$ cat src/design/tcpa_pkg.sv
// Shared types, constants and command codes of the complex projection accumulator.
package tcpa_pkg;

	// Lattice extents; index fields are concatenated into the store address.
	localparam int MAX_TIME    = 64;
	localparam int MAX_VECTORS = 128;
	localparam int SPINS       = 4;
	localparam int TIME_W      = 6;
	localparam int VEC_W       = 7;
	localparam int SPIN_W      = 2;
	localparam int ADDR_W      = TIME_W + VEC_W + SPIN_W;
	localparam int DEPTH       = MAX_TIME * MAX_VECTORS * SPINS;

	// Data widths.
	localparam int IN_W    = 16;
	localparam int MUL_W   = 2 * IN_W;
	localparam int PROD_W  = MUL_W + 1;
	localparam int ACC_W   = 48;
	localparam int WORD_W  = 2 * ACC_W + 1;

	// Configuration register widths, reset values and indexes.
	localparam int NTS_W  = 7;
	localparam int NVEC_W = 8;
	localparam logic [NTS_W-1:0]  NUM_TS_RESET  = NTS_W'(MAX_TIME);
	localparam logic [NVEC_W-1:0] NUM_VEC_RESET = NVEC_W'(MAX_VECTORS);
	localparam logic REG_NUM_TS  = 1'b0;
	localparam logic REG_NUM_VEC = 1'b1;

	// Command codes.
	localparam logic [1:0] CMD_ACC      = 2'd0;
	localparam logic [1:0] CMD_READ     = 2'd1;
	localparam logic [1:0] CMD_READ_CLR = 2'd2;
	localparam logic [1:0] CMD_NONE     = 2'd3;

	// Saturation limits of one accumulator part.
	localparam logic signed [ACC_W-1:0] ACC_MAX = {1'b0, {(ACC_W-1){1'b1}}};
	localparam logic signed [ACC_W-1:0] ACC_MIN = {1'b1, {(ACC_W-1){1'b0}}};

	// Work queue between the front and the back.
	localparam int QDEPTH = 4;
	localparam int QPTR_W = 2;
	localparam int QCNT_W = QPTR_W + 1;

	// One classified item waiting for the back.
	typedef struct packed {
		logic                     bad;
		logic [1:0]               cmd;
		logic [ADDR_W-1:0]        addr;
		logic signed [PROD_W-1:0] pre;
		logic signed [PROD_W-1:0] pim;
	} q_entry_t;

	// Back state machine.
	typedef enum logic [1:0] {
		BK_CLEAR,
		BK_IDLE,
		BK_EXEC
	} back_state_t;

endpackage

$ cat src/design/tcpa_front.sv
// Front end: accepts commands, checks indexes, forms the conjugate product.
module tcpa_front (
	input  logic                               clk,
	input  logic                               arst_n,
	input  logic                               accept,
	input  logic [1:0]                         command,
	input  logic [tcpa_pkg::TIME_W-1:0]        time_slice,
	input  logic [tcpa_pkg::VEC_W-1:0]         vector_index,
	input  logic [tcpa_pkg::SPIN_W-1:0]        spin_index,
	input  logic signed [tcpa_pkg::IN_W-1:0]   sol_re,
	input  logic signed [tcpa_pkg::IN_W-1:0]   sol_im,
	input  logic signed [tcpa_pkg::IN_W-1:0]   vec_re,
	input  logic signed [tcpa_pkg::IN_W-1:0]   vec_im,
	input  logic [tcpa_pkg::NTS_W-1:0]         num_ts,
	input  logic [tcpa_pkg::NVEC_W-1:0]        num_vec,
	output logic                               pending,
	output logic                               push,
	output tcpa_pkg::q_entry_t                 push_entry
);

	import tcpa_pkg::*;

	logic                    v_s1;
	logic [1:0]              cmd_s1;
	logic                    bad_s1;
	logic [ADDR_W-1:0]       addr_s1;
	logic signed [MUL_W-1:0] p_ac_s1;
	logic signed [MUL_W-1:0] p_bd_s1;
	logic signed [MUL_W-1:0] p_bc_s1;
	logic signed [MUL_W-1:0] p_ad_s1;
	logic                    idx_ok;

	// An index is valid only inside both the configured and the built extent.
	assign idx_ok = (NTS_W'(time_slice) < num_ts) && (32'(time_slice) < MAX_TIME) &&
		(NVEC_W'(vector_index) < num_vec) && (32'(vector_index) < MAX_VECTORS) &&
		(32'(spin_index) < SPINS);

	// Stage valid.
	always_ff @(posedge clk or negedge arst_n) begin
		if (!arst_n) begin
			v_s1 <= 1'b0;
		end else begin
			v_s1 <= accept;
		end
	end

	// Stage payload: classification and the four partial products.
	always_ff @(posedge clk) begin
		if (accept) begin
			cmd_s1  <= command;
			bad_s1  <= !idx_ok;
			addr_s1 <= {time_slice, vector_index, spin_index};
			p_ac_s1 <= sol_re * vec_re;
			p_bd_s1 <= sol_im * vec_im;
			p_bc_s1 <= sol_im * vec_re;
			p_ad_s1 <= sol_re * vec_im;
		end
	end

	// CMD_NONE commands are dropped here and never reach the queue.
	assign pending = v_s1;
	assign push    = v_s1 && (cmd_s1 != CMD_NONE);

	always_comb begin
		push_entry.bad  = bad_s1;
		push_entry.cmd  = cmd_s1;
		push_entry.addr = addr_s1;
		push_entry.pre  = PROD_W'(p_ac_s1) + PROD_W'(p_bd_s1);
		push_entry.pim  = PROD_W'(p_bc_s1) - PROD_W'(p_ad_s1);
	end

endmodule

$ cat config.mk
export PLATFORM = sky130hd
export DESIGN_NAME = tcpa_front
export DESIGN_NICKNAME = d
export VERILOG_FILES = /design/src/design/tcpa_pkg.sv /design/src/design/tcpa_front.sv
export SDC_FILE = /design/constraint.sdc
export NUM_CORES = 2
export LEC_CHECK = 0
export ABC_AREA = 1
export BUFFER_PORTS_ARGS = -buffer_cell sky130_fd_sc_hd__buf_4
export CORE_MARGIN = 5
export CORE_UTILIZATION = 25
export DETAILED_ROUTE_END_ITERATION = 16
export SLEW_MARGIN = 20
export SYNTH_ARGS = -nofsm -noshare
export SYNTH_HDL_FRONTEND = slang
export SYNTH_SLANG_ARGS = --single-unit
export TNS_END_PERCENT = 50
$ cat constraint.sdc
create_clock -name clk -period 1.76 [get_ports clk]
set_input_delay 0 -clock clk [delete_from_list [all_inputs] [get_ports clk]]
set_output_delay 0 -clock clk [all_outputs]
set_load 0.01 [all_outputs]
==> results.md <==
- Post-Syn Nets: 8,575
- Clk slew on worst S/H paths: 70 ps
- Crit path required time: 2020 ps
- Mapped Avg Cell Area: 7.49 sq um
- Remaining antenna violation count after routing: 0
- Worst setup margin: -2810 ps
- Synth Cell Area: 0.0526 sq mm
- Synthesized flop and latch total: 147
- Gpl congestion: 0.893
- Wire length per cell: 15.8 microns
- # port buffers: 184
- Most numerous cell in the Yosys netlist: inv_1
- Rows: 168
- Fraction of registers with async set/reset: 0.00680
- Setup CP Type: in2reg
- Period utilization: 2.60
- Final core occ: 0.348
- Final slew viol count: 0
- DRT iter0 DRCs: 2,343
- Unrepaired setup endpoints after global routing: true
- Synth area leader: fa_1
- Final setup violating endpoints: 179
- CTS tree: yes
- Post-DP HPWL: 143,000 microns
- Pre-antenna DRT Iters: 5
- First-pass GRT wire length: 272,000 microns
- Syn. warnings: 0
- Setup TNS: -314,300 ps
- Max frequency: 219 MHz
- H-tree depth: 4
- Area contributors post-synth: fa_1 (40%), inv_1 (15%), nand2_1 (15%)
- Initial antenna violation count: 3
- Status: finished, violations left
- I/O pin cnt: 185
- MaxCap Viol Count: 0
- Via Count: 46,500
- Area share of the largest cell type after synthesis: 0.400
- CTS root buf: clkbuf_16
- Fin. Hold Viols: 0
- Worst hold path startpoint: vec_im[0]
- Slew headroom: 0.643
- Core ar.: 0.210 sq mm
- Critical Path AT: 4840 ps
- Clock Sinks: 147
- Initial Utilization: 0.251
- # DRC: 0
- Startpoint types: input port
- Worst-Margin Slew: 536 ps
- Tmin final: 4570 ps
- # fillers: 21,600
- Die W: 469 microns
- Hold Crit Class: in2reg
- Failing checks: setup timing
- Post-synthesis sequential area ratio: 0.0838
- Crit path max fanout: 8
- CTS Buffer Depth: 2
- GRT Total Usage: 0.157
- Die height: 469 microns
- Vias/cell: 4.26
- Ys flop type: edfxtp_1
- Grt total ovfl: 0
- Die ar.: 0.220 sq mm
- Hold Worst Slack: 85.1 ps
- Post-layout nets: 9,642
- Crit. End Element: register
- Area delta synth->final: 38.5%
- Largest net degree at the start of global routing: 40
- Layout cells sized above 1: 0.285
- Total Wirelength: 173,000 microns
- Cts bufs inserted: 17
- Worst setup startpoint: vec_re[6]
- Synth cell count leaders: inv_1 (2,159), nand2_1 (2,066), fa_1 (1,050)
- Synth unique cells: 38
- Post-synth EDFFs: 146
- Synthesized instance count: 7,023
- Vias in the first global route: 49,900
-- kinds of logic after synthesis --
kind of cell             count (synthesis)  share of synthesized area
buffers and inverters                 2359                      0.168
AND/OR/NAND/NOR                       2714                      0.209
adder cells (fa/ha/maj)               1453                      0.495
flip-flops                             147                     0.0838
XOR/XNOR                               109                     0.0181
AO/OA/AOI/OAI                          241                     0.0253
-- state kept, by name, summed over array words and instances, names as in the netlist --
signal / cells
p_ac_s1: 32
p_ad_s1: 32
p_bc_s1: 32
p_bd_s1: 32
addr_s1: 15
cmd_s1: 2
bad_s1: 1
pending: 1
-- area by class of cell --
type	instances	area, sq um	area share
Inverter	2166	8180	0.112
Timing Repair Buffer	1241	11900	0.163
Clock buffer	17	425	0.00584
Antenna cell	1	2.50	0.0000343
Tap cell	2805	3510	0.0482
Sequential cell	147	4410	0.0605
Multi-Input combinational cell	4517	44200	0.607
Clock inverter	15	208	0.00285
-- cells in the final DEF, fill, tap and decap left out, drive strengths merged, types with 4 or more instances in the layout --
cell,n
clkinv,4
nor2,287
buf,1205
bufbuf,7
nor3,40
nor4,8
o21ai,49
or2,4
o21bai,37
inv,2174
a31oi,4
nand4,68
edfxtp,146
nand3,192
xnor2,10
clkbuf,24
a21oi,141
xor2,99
and2,7
ha,403
fa,1050
nand3b,10
dlygate4sd3,22
nand2,2096
a21o,5
-- per-layer routing --
metal | global-route usage | part of all wire
met5 | 0 | 0
met4 | 0.0566 | 0.038
met3 | 0.0210 | 0.055
met2 | 0.274 | 0.49
met1 | 0.199 | 0.41
-- per-stage QoR --
stage | instance area [sq um] | std cells | setup slack (ps)
detailed placement | 65600 | 10700 | -3590
CTS | 70600 | 10800 | -2760
floorplan | 55100 | 7023 | -2970
global route | 72900 | 10900 | -2930
finish | 72900 | 10900 | -2810
global placement | 65600 | 10700 | -3580
-- critical path: stages --
cell,delay [ps]
buf_16,130
buf_12,150
nand2_4,50
inv_2,30
fa_1,540
inv_2,40
fa_2,450
fa_1,540
inv_1,50
fa_1,520
fa_1,510
inv_2,40
fa_1,480
inv_2,50
ha_4,240
buf_12,130
nand2_4,70
inv_2,50
a21oi_4,170
nor2_2,80
nor2_2,120
nand2_4,90
nand2_4,80
nand2_1,50
nand2_1,70
nand2_2,80
-- worst paths after layout --
| check | end | slack, ps | cells after the start |
|---|---|---|---|
| min in group asynchronous | pending | 320 | 3 |
| max in group asynchronous | pending | 1340 | 3 |
| max | p_bc_s1[23] | -2810 | 26 |
| min | p_ad_s1[0] | 90 | 4 |
-- what timing repair did --
item,CTS,global route
hold buffers,22,0
cloned,15,7
pin swaps,339,355
setup endpoints to repair,179,179
hold endpoints to repair,47,0
gates resized for setup,766,465
setup buffers,92,67
Power is not shown: default switching activity piles up to over one toggle a cycle in this logic, so the estimate is an artifact.
