[src/design/tcpa_pkg.sv]
// Shared types, constants and command codes of the complex projection accumulator.
package tcpa_pkg;

	// Lattice extents; index fields are concatenated into the store address.
	localparam int MAX_TIME    = 64;
	localparam int MAX_VECTORS = 128;
	localparam int SPINS       = 4;
	localparam int TIME_W      = 6;
	localparam int VEC_W       = 7;
	localparam int SPIN_W      = 2;
	localparam int ADDR_W      = TIME_W + VEC_W + SPIN_W;
	localparam int DEPTH       = MAX_TIME * MAX_VECTORS * SPINS;

	// Data widths.
	localparam int IN_W    = 16;
	localparam int MUL_W   = 2 * IN_W;
	localparam int PROD_W  = MUL_W + 1;
	localparam int ACC_W   = 48;
	localparam int WORD_W  = 2 * ACC_W + 1;

	// Configuration register widths, reset values and indexes.
	localparam int NTS_W  = 7;
	localparam int NVEC_W = 8;
	localparam logic [NTS_W-1:0]  NUM_TS_RESET  = NTS_W'(MAX_TIME);
	localparam logic [NVEC_W-1:0] NUM_VEC_RESET = NVEC_W'(MAX_VECTORS);
	localparam logic REG_NUM_TS  = 1'b0;
	localparam logic REG_NUM_VEC = 1'b1;

	// Command codes.
	localparam logic [1:0] CMD_ACC      = 2'd0;
	localparam logic [1:0] CMD_READ     = 2'd1;
	localparam logic [1:0] CMD_READ_CLR = 2'd2;
	localparam logic [1:0] CMD_NONE     = 2'd3;

	// Saturation limits of one accumulator part.
	localparam logic signed [ACC_W-1:0] ACC_MAX = {1'b0, {(ACC_W-1){1'b1}}};
	localparam logic signed [ACC_W-1:0] ACC_MIN = {1'b1, {(ACC_W-1){1'b0}}};

	// Work queue between the front and the back.
	localparam int QDEPTH = 4;
	localparam int QPTR_W = 2;
	localparam int QCNT_W = QPTR_W + 1;

	// One classified item waiting for the back.
	typedef struct packed {
		logic                     bad;
		logic [1:0]               cmd;
		logic [ADDR_W-1:0]        addr;
		logic signed [PROD_W-1:0] pre;
		logic signed [PROD_W-1:0] pim;
	} q_entry_t;

	// Back state machine.
	typedef enum logic [1:0] {
		BK_CLEAR,
		BK_IDLE,
		BK_EXEC
	} back_state_t;

endpackage

[src/design/tcpa_queue.sv]
// Short FIFO that decouples the front end from the store sequencer.
module tcpa_queue (
	input  logic                        clk,
	input  logic                        arst_n,
	input  logic                        push,
	input  tcpa_pkg::q_entry_t          push_entry,
	input  logic                        pop,
	output tcpa_pkg::q_entry_t          head,
	output logic                        empty,
	output logic [tcpa_pkg::QCNT_W-1:0] count
);

	import tcpa_pkg::*;

	q_entry_t            mem_q [QDEPTH];
	logic [QPTR_W-1:0]   wr_ptr_q;
	logic [QPTR_W-1:0]   rd_ptr_q;
	logic [QCNT_W-1:0]   count_q;

	// Pointers and fill count.
	always_ff @(posedge clk or negedge arst_n) begin
		if (!arst_n) begin
			wr_ptr_q <= '0;
			rd_ptr_q <= '0;
			count_q  <= '0;
		end else begin
			if (push) begin
				wr_ptr_q <= wr_ptr_q + 1'b1;
			end
			if (pop) begin
				rd_ptr_q <= rd_ptr_q + 1'b1;
			end
			case ({push, pop})
				2'b10:   count_q <= count_q + 1'b1;
				2'b01:   count_q <= count_q - 1'b1;
				default: count_q <= count_q;
			endcase
		end
	end

	// Entry storage.
	always_ff @(posedge clk) begin
		if (push) begin
			mem_q[wr_ptr_q] <= push_entry;
		end
	end

	assign head  = mem_q[rd_ptr_q];
	assign empty = (count_q == '0);
	assign count = count_q;

endmodule

[config.mk]
export PLATFORM = sky130hd
export DESIGN_NAME = tcpa_queue
export DESIGN_NICKNAME = d
export VERILOG_FILES = /design/src/design/tcpa_pkg.sv /design/src/design/tcpa_queue.sv
export SDC_FILE = /design/constraint.sdc
export NUM_CORES = 1
export LEC_CHECK = 0
export ABC_AREA = 1
export BUFFER_PORTS_ARGS = -buffer_cell sky130_fd_sc_hd__buf_2
export CAP_MARGIN = 10
export CORE_ASPECT_RATIO = 1.25
export CORE_MARGIN = 3
export CORE_UTILIZATION = 40
export CTS_CLUSTER_DIAMETER = 50
export DETAILED_ROUTE_END_ITERATION = 6
export GPL_ROUTABILITY_DRIVEN = 1
export PLACE_DENSITY = 0.67
export SLEW_MARGIN = 20
export SYNTH_ARGS = -nofsm -noshare
export SYNTH_HDL_FRONTEND = slang
export SYNTH_SLANG_ARGS = --single-unit
[constraint.sdc]
create_clock -name clk -period 3.6 [get_ports clk]
set_input_delay 0.9 -clock clk [delete_from_list [all_inputs] [get_ports clk]]
set_output_delay 0.9 -clock clk [all_outputs]
set_load 0.03 [all_outputs]
==> results of run 1 <==
-- sequential cells by signal, indices dropped and copies added, names as in the netlist --
name / count
mem_q: 336
count: 3
rd_ptr_q: 2
wr_ptr_q: 2
-- power breakdown --
group | switching [mW] | internal [mW]
clock | 1.46 | 1.98
combinational | 4.07 | 1.60
sequential | 0.281 | 5.22
total | 5.81 | 8.81
-- routing by layer --
layer	share of wire	up-vias	track usage	wire, um
li1	-	3932	-	-
met1	0.41	3858	0.1702	11090
met4	0.029	2	0.05516	771
met3	0.057	54	0.03713	1527
met2	0.50	194	0.2544	13490
met5	0.00041	-	0	11
-- critical path, cell delays in order (launching register included) --
cell	delay, ns
dfrtp_4	0.81
buf_12	0.38
o211ai_1	0.16
nand2_1	0.12
buf_2	0.20
-- through the flow --
| step | power, mW | instances | hold slack [ns] | area [um^2] | util |
|---|---|---|---|---|---|
| floorplan | 9.964 | 1028 | 0.4915 | 14030 | - |
| global placement | 11.28 | 1635 | 0.5062 | 15260 | 0.4421 |
| detailed placement | 11.37 | 1635 | 0.5083 | 15260 | 0.4421 |
| CTS | 14.82 | 1699 | 0.1947 | 16370 | 0.4742 |
| global route | 15.49 | 1701 | 0.1915 | 16370 | 0.4743 |
| finish | 14.62 | 1701 | 0.2118 | 16370 | 0.4743 |
-- cells in the mapped netlist, drive strengths merged --
master,instances
edfxtp,336
nor3,1
o21ai,2
xor2,3
clkbuf,6
ha,5
dfrtp,7
xnor2,1
nand3,1
inv,182
buf,51
o211ai,168
fa,1
nand4,1
nand2,263
-- cell families (layout without fill, tap and decap cells) --
family,count (synthesis),after routing,share of synthesized area
xor gates and xnor gates,4,4,0.002498
and+or+nand+nor,266,266,0.07152
other,0,2,0
DFF,343,343,0.7317
buffers and inverters,239,442,0.08677
adders and majority gates,6,6,0.005886
AOI/OAI and AO/OA,170,170,0.1017
-- final timing paths --
path,cells past startpoint,startpoint,endpoint,slack (ns)
worst max-delay path,4,rd_ptr_q[0]$_DFFE_PN0P_,head[17],0.43
worst min-delay path,1,arst_n,count[2]$_DFFE_PN0P_,0.21
worst max register to register,5,wr_ptr_q[1]$_DFFE_PN0P_,mem_q[1][52]$_DFFE_PP_,1.83
worst min register to register,2,count[2]$_DFFE_PN0P_,count[2]$_DFFE_PN0P_,0.52
max in group asynchronous,1,arst_n,rd_ptr_q[0]$_DFFE_PN0P_,3.20
min in group clk,2,count[2]$_DFFE_PN0P_,count[2]$_DFFE_PN0P_,0.52
-- cell type report --
type | count | area share
Antenna cell | 2 | 0.0003057
Clock buffer | 42 | 0.05831
Clock inverter | 22 | 0.009324
Inverter | 182 | 0.04249
Multi-Input combinational cell | 446 | 0.1556
Sequential cell | 343 | 0.6274
Tap cell | 468 | 0.03577
Timing Repair Buffer | 196 | 0.07077
==> results.py, run 1 <==
metrics = {
    "detailed_routing": {
        "antenna_left": 0,
        "vias": 8040,
        "vias_per_cell": 4.727,
        "drt_iter0_markers": 392,
        "wire_per_inst_um": 15.81,
        "drc": 0,
        "dr.pass1.iters": 5,
        "wl_um": 26890,
    },
    "clock_network": {
        "htree_levels": 2,
        "cts_sinks": 343,
        "cts_tree": "built",
        "cts_buffers": 36,
        "holdBufCountCts": 0,
        "clock-root-buffer": "clkbuf_16",
        "post_cts_buffers": 0,
        "cts_resized": 0,
        "clockBufferDepth": 3,
        "clk_pin_slew_ns": 0.06,
        "clock_latency_ns": 0.52,
    },
    "place": {
        "hpwlAfterDp_um": 15890,
        "pre_cts_slack_ns": 0.9795,
        "gp_congestion": 0.7363,
        "portBuffers": 175,
    },
    "logic_synthesis": {
        "ys_warn_count": 0,
        "syn_area_um2": 14030,
        "syn_nets": 1122,
        "ys_seq_area_frac": 0.7317,
        "synthDistinctLibCells": 21,
        "synth_top_area_frac": 0.7192,
        "synth-seq-cells": 343,
        "syn-instance-count": 1028,
        "syn_avg_cell_area_um2": 13.65,
        "ys_top_cells_by_area": "edfxtp_1 (72%), o211ai_1 (7.3%), nand2_1 (7.0%), inv_1 (4.8%), o211ai_2 (2.8%)",
        "synth_top_area_cell": "edfxtp_1",
    },
    "sta": {
        "setup_slack_ns": 0.4323,
        "worst_clock_skew_ns": 0.01335,
        "worst_slew_pin_slew_ns": 0.5952,
        "fin_crit_sh": 0.8799,
        "rsz0062_at_grt": "no",
        "max_freq_mhz": 315.7,
        "slew_viol_final": 0,
        "final.setup.tns_ns": 0,
        "final-hold-violation-count": 0,
        "period_needed_ns": 3.168,
        "setup_viol": 0,
        "relSlewSlack": 0.6032,
    },
    "cells_and_area": {
        "final_cell_mix": "edfxtp_1 (336), nand2_1 (263), inv_1 (177)",
        "syn2layout_area_growth_pct": 16.70,
        "nets": 1299,
        "fillers": 2981,
        "drive_above_1_share": 0.2340,
        "multiInputGateArea_um2": 2547,
        "layout_commonest_cell": "edfxtp_1",
        "seq_area_um2": 10270,
    },
    "critical_path": {
        "cp_max_fo": 81,
        "cp-start-kind": "register",
        "critPathKind": "register to output pin",
        "cp.arrival_ns": 2.27,
        "endpoint_kind": "output pin",
        "worstPathRequired_ns": 2.70,
    },
    "global_routing": {
        "first_global_vias": 8158,
        "antenna_found_initial": 3,
        "grt-ovfl-total": 0,
        "grt_max_degree": 85,
        "grt_pass1_wl_um": 43010,
        "grt_usage": 0.1446,
    },
    "pwr": {
        "powerDensity_nw_per_um2": 892.7,
        "power.leakage_nw": 6.566,
        "ir_worst_vdd_mv": 0.6919,
    },
    "die": {
        "io_pins": 176,
        "dieArea_um2": 37370,
        "die_w_um": 173.5,
        "start_util": 0.4064,
        "die_y_um": 215.4,
        "rows": 76,
        "core_area_um2": 34520,
    },
    "job": {
        "cap_violations": 0,
    },
    "min_path": {
        "hold_class": "input port to async pin",
    },
    "status": {
        "status": "finished, final reports clean",
    },
}
Power figures use the tool's default switching activity.
==> run 2, diff against run 1 <==
==> constraint.sdc (replaced) <==
create_clock -name clk -period 3.6 [get_ports clk]
set_input_delay 0.36 -clock clk [delete_from_list [all_inputs] [get_ports clk]]
set_output_delay 0.36 -clock clk [all_outputs]
set_load 0.03 [all_outputs]
==> run 2 against run 1 <==
Against the previous run: clock-buffer cell count grew 4; combinational power shrank 2%; routed wire length grew 3.1%; fmax grew 10%; power grew 1.2%; worst hold slack lost 0.16 ns; clock power grew 7.0%; critical endpoint is now head[72]; largest cell class unchanged.
==> results.py, run 2 (synthesized netlist as in run 1, its figures left out) <==
metrics = {
    "sta": {
        "slew_viol_final": 0,
        "period_needed_ns": 2.881,
        "rsz0062_at_grt": "no",
        "setup_viol": 0,
        "fin_crit_sh": 0.8002,
        "timing.hold.ws_ns": 0.05151,
        "final-hold-violation-count": 0,
        "worst_clock_skew_ns": 0.01423,
        "relSlewSlack": 0.5457,
        "final.setup.tns_ns": 0,
        "max_freq_mhz": 347.1,
        "worst_slew_pin_slew_ns": 0.6814,
    },
    "pwr": {
        "powerDensity_nw_per_um2": 902.8,
        "seqPwrFrac": 0.377,
        "intPower_mw": 8.920,
        "p_sw_mw": 5.871,
        "power.leakage_nw": 6.560,
        "pwr-share-clk": 0.249,
        "power_frac_comb": 0.374,
        "ir_worst_vdd_mv": 0.5249,
        "swShare": 0.3969,
    },
    "critical_path": {
        "cp-start-kind": "register",
        "crit_start": "rd_ptr_q[1]$_DFFE_PN0P_",
        "cp_max_fo": 44,
        "rr_startpoint": "wr_ptr_q[0]$_DFFE_PN0P_",
        "cp.arrival_ns": 2.52,
        "critPathKind": "register to output pin",
        "critPathBufInv": 3,
        "crit_chain": "inv_4 > buf_4 > o211ai_1 > nand2_1 > buf_2",
        "worstPathRequired_ns": 3.24,
        "endpoint_kind": "output pin",
        "worst_path_largest_cell_delay_ns": 0.70,
        "path_delay_family": "buffers and inverters",
        "critPathSlowestCell": "dfrtp_4",
    },
    "status": {
        "status": "finished, final reports clean",
    },
    "cells_and_area": {
        "largest_reg_flops": 336,
        "drive_above_1_share": 0.2284,
        "final_cell_mix": "edfxtp_1 (336), nand2_1 (263), inv_1 (177)",
        "regMostFlops": "mem_q",
        "syn2layout_area_growth_pct": 16.77,
        "nets": 1294,
        "layout_commonest_cell": "edfxtp_1",
    },
    "clock_network": {
        "cts_tree": "built",
        "htree_levels": 2,
        "clockBufferDepth": 3,
        "clock-root-buffer": "clkbuf_16",
        "clk_pin_slew_ns": 0.06,
        "cts_buffers": 37,
        "cts_sinks": 343,
        "clock_latency_ns": 0.52,
    },
    "global_routing": {
        "grt-ovfl-total": 0,
        "grt_pass1_wl_um": 43540,
        "first_global_vias": 8103,
        "grt_usage": 0.1466,
        "grt_max_degree": 124,
        "antenna_found_initial": 5,
    },
    "die": {
        "start_util": 0.4064,
        "die_w_um": 173.5,
        "io_pins": 176,
        "core_area_um2": 34520,
        "dieArea_um2": 37370,
        "rows": 76,
        "die_y_um": 215.4,
    },
    "min_path": {
        "hold_start": "push_entry[56]",
        "hold_class": "input port to register",
    },
    "detailed_routing": {
        "vias_per_cell": 4.773,
        "antenna_left": 0,
        "drc": 0,
        "wl_um": 27710,
        "vias": 8100,
        "drt_iter0_markers": 473,
        "dr.pass1.iters": 6,
        "wire_per_inst_um": 16.33,
    },
    "job": {
        "cap_violations": 0,
    },
    "place": {
        "portBuffers": 175,
        "gp_congestion": 0.7221,
        "hpwlAfterDp_um": 16220,
    },
}
==> run 2: changes by cell type in the layout (fill, tap and decap cells not counted), moves of 2 or more <==
| cell | change |
|---|---|
| buf_4 | -4 |
| clkinv_4 | -4 |
| buf_12 | -3 |
| clkinv_2 | -3 |
| clkinv_8 | +3 |
| clkbuf_1 | +2 |
| clkbuf_16 | +2 |
==> run 2: layout make-up <==
class	instances	area [um^2]
multi-input cells	446	2547
fillers	2946	18140
well taps	468	585.6
flip-flops and latches	343	10270
inverters	182	695.7
diodes	3	7.507
clock inverters	19	182.7
clock buffers	46	1012
repair buffers	190	1079
==> run 2: timing repair <==
item	4_1_cts	5_1_grt
endpoints found under the hold margin	7	0
setup buffers	0	0
hold buffers	1	0
gates resized for setup	0	0
==> run 2: power by group through the flow <==
stage	clock [mW]	sequential (mW)	combinational [mW]
after floorplan	0	5.54	4.43
after global placement	0	5.63	5.58
after detailed placement	0	5.66	5.63
after CTS	3.77	5.58	5.65
after global routing	3.93	5.65	6.05
final	3.68	5.57	5.54
==> run 2: worst paths after layout <==
check,to,cells after the start,slack [ns]
worst max-delay path,head[72],5,0.72
worst min-delay path,mem_q[0][56]$_DFFE_PP_,1,0.05
worst max register to register,mem_q[2][31]$_DFFE_PP_,5,1.60
worst min register to register,count[0]$_DFFE_PN0P_,1,0.52
max in group asynchronous,rd_ptr_q[0]$_DFFE_PN0P_,2,3.19
min in group asynchronous,count[0]$_DFFE_PN0P_,2,0.21
==> run 2: metal layers <==
| layer | vias to the layer above | wire length [um] | track usage |
|---|---|---|---|
| li1 | 3922 | - | - |
| met4 | 4 | 822 | 0.05706 |
| met5 | - | 23 | 0 |
| met3 | 61 | 1590 | 0.03837 |
| met1 | 3919 | 11380 | 0.1754 |
| met2 | 194 | 13890 | 0.2535 |
==> run 2: stage by stage <==
stage | total power, mW | area, um^2 | worst slack, ns | cells | utilization
after detailed placement | 11.29 | 15170 | 1.227 | 1628 | 0.4395
after global routing | 15.63 | 16380 | 0.5721 | 1697 | 0.4746
after CTS | 15.00 | 16370 | 0.6734 | 1694 | 0.4744
final | 14.79 | 16380 | 0.7193 | 1697 | 0.4746
after global placement | 11.22 | 15170 | 1.232 | 1628 | 0.4395
after floorplan | 9.964 | 14030 | 0.8530 | 1028 | -
